File: src/rtl/ttei_pkg.sv
package ttei_pkg;

    localparam int MaxIter   = 32;
    localparam int FracBits  = 13;
    localparam int ZW        = 18;
    localparam int PW        = 2 * ZW;
    localparam int SW        = PW + 2;
    localparam int CntW      = 6;

    localparam logic signed [ZW-1:0] ZMax = 18'sd131071;
    localparam logic signed [ZW-1:0] ZMin = -18'sd131072;
    localparam logic signed [SW-1:0] EscLimit = SW'(64'sd4 <<< (2 * FracBits));

    typedef struct packed {
        logic signed [ZW-1:0] zr;
        logic signed [ZW-1:0] zi;
        logic signed [ZW-1:0] zj;
        logic signed [15:0]   cr;
        logic signed [15:0]   ci;
        logic signed [15:0]   cj;
        logic [CntW-1:0]      count;
        logic                 done;
    } t_iter;

    // products of one step, held between the two halves of an iteration
    typedef struct packed {
        logic signed [PW-1:0] rr;
        logic signed [PW-1:0] ii;
        logic signed [PW-1:0] jj;
        logic signed [PW-1:0] ri;
        logic signed [PW-1:0] rj;
        logic signed [PW-1:0] ij;
        logic signed [15:0]   cr;
        logic signed [15:0]   ci;
        logic signed [15:0]   cj;
        logic [CntW-1:0]      count;
        logic                 done;
    } t_prod;

    function automatic logic signed [ZW-1:0] finish(input logic signed [SW-1:0] wide,
                                                      input logic signed [15:0] c);
        logic signed [SW:0] rnd;
        logic signed [SW:0] v;
        begin
            rnd = ((SW+1)'(wide) + (SW+1)'(1 <<< (FracBits - 1))) >>> FracBits;
            v   = rnd + (SW+1)'(c);
            if (v > (SW+1)'(ZMax))
                finish = ZMax;
            else if (v < (SW+1)'(ZMin))
                finish = ZMin;
            else
                finish = v[ZW-1:0];
        end
    endfunction

endpackage

File: src/rtl/ttei_upd.sv
// second half: escape test, sums, rounding, clamp
module ttei_upd (
    input  logic                i_clk,
    input  logic                i_rst_n,
    input  logic                i_en,
    input  logic                i_valid,
    input  ttei_pkg::t_prod     i_d,
    input  logic [ttei_pkg::CntW-1:0] i_step,
    output logic                o_valid,
    output ttei_pkg::t_iter     o_d
);
    import ttei_pkg::*;

    t_iter r_d;
    t_iter n_d;
    logic  r_valid;
    logic signed [SW-1:0] mag;

    always_comb begin
        mag = SW'(i_d.rr) + SW'(i_d.ii) + SW'(i_d.jj);
        n_d = '0;
        n_d.cr    = i_d.cr;
        n_d.ci    = i_d.ci;
        n_d.cj    = i_d.cj;
        n_d.zr    = finish(SW'(i_d.rr) - SW'(i_d.ii) + SW'(i_d.jj), i_d.cr);
        n_d.zi    = finish((SW'(i_d.ri) <<< 1) + SW'(i_d.ij), i_d.ci);
        n_d.zj    = finish((SW'(i_d.rj) <<< 1) + SW'(i_d.ij), i_d.cj);
        n_d.count = i_d.count;
        n_d.done  = i_d.done;
        if (!i_d.done && mag > EscLimit) begin
            n_d.done  = 1'b1;
            n_d.count = i_step;
        end
    end

    always_ff @(posedge i_clk) begin
        if (!i_rst_n) begin
            r_valid <= 1'b0;
        end else if (i_en) begin
            r_valid <= i_valid;
        end
    end

    always_ff @(posedge i_clk) begin
        if (i_en) begin
            r_d <= n_d;
        end
    end

    assign o_valid = r_valid;
    assign o_d     = r_d;
endmodule

File: config.mk
export PLATFORM = sky130hd
export DESIGN_NAME = ttei_upd
export DESIGN_NICKNAME = d
export VERILOG_FILES = /design/src/rtl/ttei_pkg.sv /design/src/rtl/ttei_upd.sv
export SDC_FILE = /design/constraint.sdc
export NUM_CORES = 1
export LEC_CHECK = 0
export ABC_AREA = 1
export ABC_CLOCK_PERIOD_IN_PS = 5590
export BUFFER_PORTS_ARGS = -buffer_cell sky130_fd_sc_hd__clkbuf_2
export CAP_MARGIN = 25
export CORE_ASPECT_RATIO = 1.5
export CORE_MARGIN = 3
export CORE_UTILIZATION = 59
export DETAILED_ROUTE_END_ITERATION = 8
export PLACE_DENSITY = 0.87
export SLEW_MARGIN = 10
export SYNTH_ARGS = -nofsm -noshare
export SYNTH_HDL_FRONTEND = slang
export SYNTH_SLANG_ARGS = --single-unit
File: constraint.sdc
create_clock -name i_clk -period 5.59 [get_ports i_clk]
set_input_delay 0.2795 -clock i_clk [delete_from_list [all_inputs] [get_ports i_clk]]
set_output_delay 0.2795 -clock i_clk [all_outputs]
set_load 0.05 [all_outputs]
## Word-level counts from Yosys, hierarchy flattened

Cells that the tools add are included.

| word-level totals | value |
|---|---|
| output and inout bits | 110 |
| register bits after elaboration | 110 |
| word-level logic and storage cells | 34 |

| operators by class | value |
|---|---|
| add/sub/neg operators | 12 |
| muxes and demuxes | 4 |
| $lt $le $gt $ge | 7 |
| reduce and logical (&&, ||, !) cells | 2 |

Operators by type and width:

| operator | count |
|---|---|
| adder 37 x 36 -> 38 bit | 4 |
| adder 38 x 14 -> 39 bit, second input constant | 3 |
| adder 26 x 16 -> 27 bit | 3 |
| > comparator 27 x 18 -> 1 bit, second input constant | 3 |
| < comparator 27 x 18 -> 1 bit, second input constant | 3 |
| two-way mux 18 bit | 3 |
| > comparator 38 x 30 -> 1 bit, second input constant | 1 |
| adder 36 x 36 -> 37 bit | 1 |
| subtractor 36 x 36 -> 37 bit | 1 |
| two-way mux 7 bit | 1 |
| logical AND 1 bit | 1 |
| zero test 1 bit | 1 |

## Depth between registers and ports, before layout

| depth | value |
|---|---|
| depth after elaboration | 6 |
| mapped depth | 34 |
| depth with buffers taken out | 33 |

## Worst setup path before layout

OpenSTA, ideal clock, no wires.

| timing | value |
|---|---|
| kind | in2reg |
| from | input port i_d[168] (netlist bit) |
| to | register r_d (netlist bit o_d[100]), data pin |
| cell stages on the path | 29 |
| arrival | 4.415 ns |
| buffers on the path | 1 |
| setup slack | 0.921 ns |
| cell sequence | fa_1 -> inv_1 -> ha_1 -> ha_1 -> nand2_1 -> or2_1 -> nand2_1 -> nand2_1 -> nand2_1 -> nand2_1 -> o211ai_1 -> a21oi_1 -> o21ai_1 -> nand2_1 -> nand2_1 -> xor2_1 -> ha_1 -> a21o_1 -> a31oi_1 -> o21ai_2 -> nand2_1 -> nand2_2 -> xnor2_1 -> nand2_1 -> nor3_1 -> nand4_1 -> nand2_2 -> buf_4 -> nand2_1 |

| on the way | value |
|---|---|
| longest elaborated chain between the ends | 5 |
| elaborated cells on any way between the ends | 6 |

RTL lines:

| element | RTL line | source |
|---|---|---|
| start, declared | ttei_upd.sv:7 | `input ttei_pkg::t_prod i_d,` |
| adder 37 x 36 -> 38 bit (*) | ttei_upd.sv:25 | `n_d.zr = finish(SW'(i_d.rr) - SW'(i_d.ii) + SW'(i_d.jj), i_d.cr);` |
| adder 38 x 14 -> 39 bit (*) | ttei_pkg.sv:45 | `rnd = ((SW+1)'(wide) + (SW+1)'(1 <<< (FracBits - 1))) >>> FracBits;` |
| adder 26 x 16 -> 27 bit (*) | ttei_pkg.sv:46 | `v = rnd + (SW+1)'(c);` |
| < comparator 27 x 18 -> 1 bit | ttei_pkg.sv:49 | `else if (v < (SW+1)'(ZMin))` |
| two-way mux 18 bit | ttei_pkg.sv:49 |  |
| end signal, assigned | ttei_upd.sv:46 | `r_d <= n_d;` |
| end, declared | ttei_upd.sv:14 | `t_iter r_d;` |

Every way passes the cells marked *; elsewhere a longest branch is shown, timed or not.
A chain may end at the register's enable or synchronous reset.

## Final worst setup path

| timing | value |
|---|---|
| from | input port i_d[165] (netlist bit) |
| to | register r_d (netlist bit o_d[93]), data pin |

The elaborated chain is that of the path after synthesis.

==> impl_metrics.sql <==
INSERT INTO impl_metrics (metric_group, metric, value, unit) VALUES
('die', 'die-height', '233', 'um'),
('placed_design', 'placed_cell_area', '22700', 'um2'),
('route', 'num_vias', '21500', ''),
('die', 'start_util', '60.3', '%'),
('synth', 'synthesis.yosys.warnings', '0', ''),
('worst_setup_path', 'worst_ep_required_time', '5.83', 'ns'),
('sta', 'timing_max_transition_violations_final', '0', ''),
('synth', 'postSynthAreaPerCell', '6.87', 'um2'),
('status', 'status', 'finished, final reports clean', ''),
('worst_setup_path', 'endpoint_kind', 'flip-flop', ''),
('worst_setup_path', 'setup.worst_path.start_class', 'input port', ''),
('synth', 'asyncSetResetFlopFracSynth', '0', '%'),
('sta', 'clock.fmax', '192', 'MHz'),
('sta', 'totalNegativeSetupSlack', '0', 'ns'),
('route', 'finalWirelength', '69100', 'um'),
('final_layout', 'multi_input_comb_area', '15100', 'um2'),
('sta', 'final_period_minus_worst_setup_slack', '5.21', 'ns'),
('die', 'fp-row-count', '82', ''),
('clocking', 'clock_tree.htree_level_count', '3', ''),
('route', 'drt-wirelength-per-cell', '18.3', 'um'),
('clocking', 'tritoncts', 'done', ''),
('synth', 'yosys_register_bits', '110', ''),
('final_layout', 'layout_commonest_cell', 'sky130_fd_sc_hd__nand2_1', ''),
('clocking', 'worst_skew_pair.late_latency', '0.38', 'ns'),
('grt', 'grt_overflow_total', '0', ''),
('worst_setup_path', 'critPathMaxFanout', '17', ''),
('grt', 'grt_pass1_wl', '105000', 'um'),
('route', 'drt_iter0_markers', '1335', ''),
('final_layout', 'seq_area', '3290', 'um2'),
('final_layout', 'finish.net_count', '4038', ''),
('sta', 'setup_violations', '0', ''),
('synth', 'synth_ff_type', 'sky130_fd_sc_hd__edfxtp_1', ''),
('route', 'final_antenna_net_count', '0', ''),
('min_path', 'holdCritPathClass', 'in -> reg', ''),
('die', 'core', '33700', 'um2'),
('die', 'die_w', '157', 'um'),
('final_layout', 'mostFrequentLayoutCells', 'sky130_fd_sc_hd__nand2_1 (801), sky130_fd_sc_hd__inv_1 (494), sky130_fd_sc_hd__clkbuf_2 (388), sky130_fd_sc_hd__ha_1 (329), sky130_fd_sc_hd__nor2_1 (258)', ''),
('worst_setup_path', 'arrival', '5.45', 'ns'),
('clocking', 'numCtsBuffers', '9', ''),
('synth', 'synth_seq_area_share', '16.2', '%'),
('synth', 'synth_enable_flop_cells', '109', ''),
('sta', 'period_share', '93.2', '%'),
('synth', 'syn-num-nets', '3640', ''),
('final_layout', 'stdcell_count', '3780', ''),
('clocking', 'clock_tree.root_cell', 'sky130_fd_sc_hd__clkbuf_16', ''),
('final_layout', 'post-route-cell-area', '23100', 'um2'),
('grt', 'first_global_vias', '21600', ''),
('die', 'io_pins', '391', ''),
('pwr', 'pwr_density_cell', '369', 'nW/um2'),
('worst_setup_path', 'crit_path_slowest_cell', 'sky130_fd_sc_hd__fa_1', ''),
('grt', 'grt_start_max_net_pins', '63', ''),
('min_path', 'min_delay_path_depth', '1', ''),
('pwr', 'power_leakage', '12.6', 'nW'),
('placed_design', 'post_place_cells', '3762', ''),
('pwr', 'ir_drop', '0.239', 'mV'),
('placed_design', 'hpwl', '60100', 'um'),
('clocking', 'post_cts_clock_slew_at_the_launch_and_capture_registers_of_the_worst_setup_and_hold_paths', '0.10', 'ns'),
('grt', 'grt_antenna_before_repair', '2', ''),
('sta', 'final.setup_skew', '0', 'ns'),
('sta', 'grt_setup_unrepaired', 'no', ''),
('route', 'drt_first_pass_iters', '6', ''),
('worst_setup_path', 'worst-r2r-cell-count', '2', ''),
('worst_setup_path', 'cpMostUsedCell', 'sky130_fd_sc_hd__nand2_1', ''),
('run', 'max_cap_violations', '0', ''),
('placed_design', 'port_buffers', '389', ''),
('worst_setup_path', 'worst_path_largest_cell_delay', '0.59', 'ns'),
('final_layout', 'fillers', '2993', ''),
('route', 'drt-vias-per-instance', '5.69', ''),
('synth', 'synth.lib_cells_used.distinct', '49', ''),
('final_layout', 'finalCoreUtilization', '68.5', '%'),
('final_layout', 'share_of_post_route_cells_with_drive_strength_above_1', '13.7', '%');
-- flip-flops by register name (all words and copies together), names as in the netlist --
name / flops
o_valid: 1
o_d: 109
-- cell families (layout without fill, tap and decap cells) --
kind of cell	after synthesis	after routing	synth area share (%)
xor gates and xnor gates	155	155	6.69
and+or+nand+nor	1299	1299	26.5
buffers and inverters	510	913	9.58
other	0	2	0
AOI/OAI and AO/OA	477	477	13.3
adders and majority gates	404	404	27.7
DFF	110	110	16.2
-- synth_stat cells (4+ instances only) --
cell	number	area share [%]
sky130_fd_sc_hd__a211oi_1	5	0.19
sky130_fd_sc_hd__a21boi_0	6	0.22
sky130_fd_sc_hd__a21o_1	20	0.74
sky130_fd_sc_hd__a21oi_1	238	5.9
sky130_fd_sc_hd__a31oi_1	30	0.92
sky130_fd_sc_hd__buf_4	4	0.15
sky130_fd_sc_hd__edfxtp_1	109	16
sky130_fd_sc_hd__fa_1	75	7.4
sky130_fd_sc_hd__ha_1	329	20
sky130_fd_sc_hd__inv_1	494	9.1
sky130_fd_sc_hd__inv_2	10	0.19
sky130_fd_sc_hd__nand2_1	801	15
sky130_fd_sc_hd__nand2_2	16	0.49
sky130_fd_sc_hd__nand3_1	99	2.4
sky130_fd_sc_hd__nand3b_1	16	0.59
sky130_fd_sc_hd__nand4_1	33	1.0
sky130_fd_sc_hd__nor2_1	258	4.8
sky130_fd_sc_hd__nor3_1	40	0.99
sky130_fd_sc_hd__nor3_2	5	0.25
sky130_fd_sc_hd__nor4_1	12	0.37
sky130_fd_sc_hd__o2111ai_1	7	0.30
sky130_fd_sc_hd__o211ai_1	10	0.37
sky130_fd_sc_hd__o21a_1	12	0.44
sky130_fd_sc_hd__o21ai_0	98	2.4
sky130_fd_sc_hd__o21ai_1	15	0.37
sky130_fd_sc_hd__o21ai_2	6	0.26
sky130_fd_sc_hd__o21bai_1	14	0.52
sky130_fd_sc_hd__o221ai_1	5	0.22
sky130_fd_sc_hd__xnor2_1	54	2.3
sky130_fd_sc_hd__xor2_1	101	4.4
-- through the flow --
step	setup WS (ns)	hold WS [ns]	power, mW
after detailed placement	0.124	0.484	7.66
after CTS	0.501	0.0826	8.38
after floorplan	0.921	0.373	6.05
final	0.381	0.0909	8.50
after global placement	0.249	0.484	7.50
after global routing	0.00450	0.0918	9.16
-- final timing paths --
check | startpoint | endpoint | slack [ns]
setup / recovery | i_d[165] | o_d[93]$_SDFFCE_PN1P_ | 0.38
hold / removal | i_d[14] | o_d[14]$_DFFE_PP_ | 0.09
setup reg to reg | o_valid$_SDFFE_PN0P_ | o_valid$_SDFFE_PN0P_ | 4.94
hold reg to reg | o_valid$_SDFFE_PN0P_ | o_valid$_SDFFE_PN0P_ | 0.54
-- report_power, final --
group	leakage [nW]	internal, mW	total, mW	switching [mW]
Sequential	1.08	1.22	1.30	0.0843
Clock	0.145	0.318	0.681	0.363
Combinational	11.4	2.07	6.52	4.45
-- routing by layer --
layer	global-route usage, %	up-vias	wire [um]
li1	-	10500	-
met1	36.9	9760	24100
met2	67.2	982	34800
met3	4.49	308	3980
met4	27.6	2	6190
met5	0	-	11
-- final cells by class --
cell class	instances	share of cell area, %
Multi-Input combinational cell	2335	65.3
Sequential cell	110	14.3
Timing Repair Buffer	393	8.59
Inverter	504	8.21
Tap cell	420	2.28
Clock buffer	9	0.977
Clock inverter	7	0.331
Antenna cell	2	0.0217
-- worst max-delay path, delay by kind of cell --
family / cells / cell delay [ns]
adders and majority gates: 4 / 1.57
AOI/OAI and AO/OA: 5 / 0.86
and+or+nand+nor: 16 / 1.85
xor gates and xnor gates: 2 / 0.33
buffers and inverters: 4 / 0.53
-- what timing repair did --
item / in CTS / in global routing
resized for setup: 0 / 1
endpoints found under the setup margin: 0 / 17
setup buffers: 0 / 0
(Power assumes the default switching activity.)
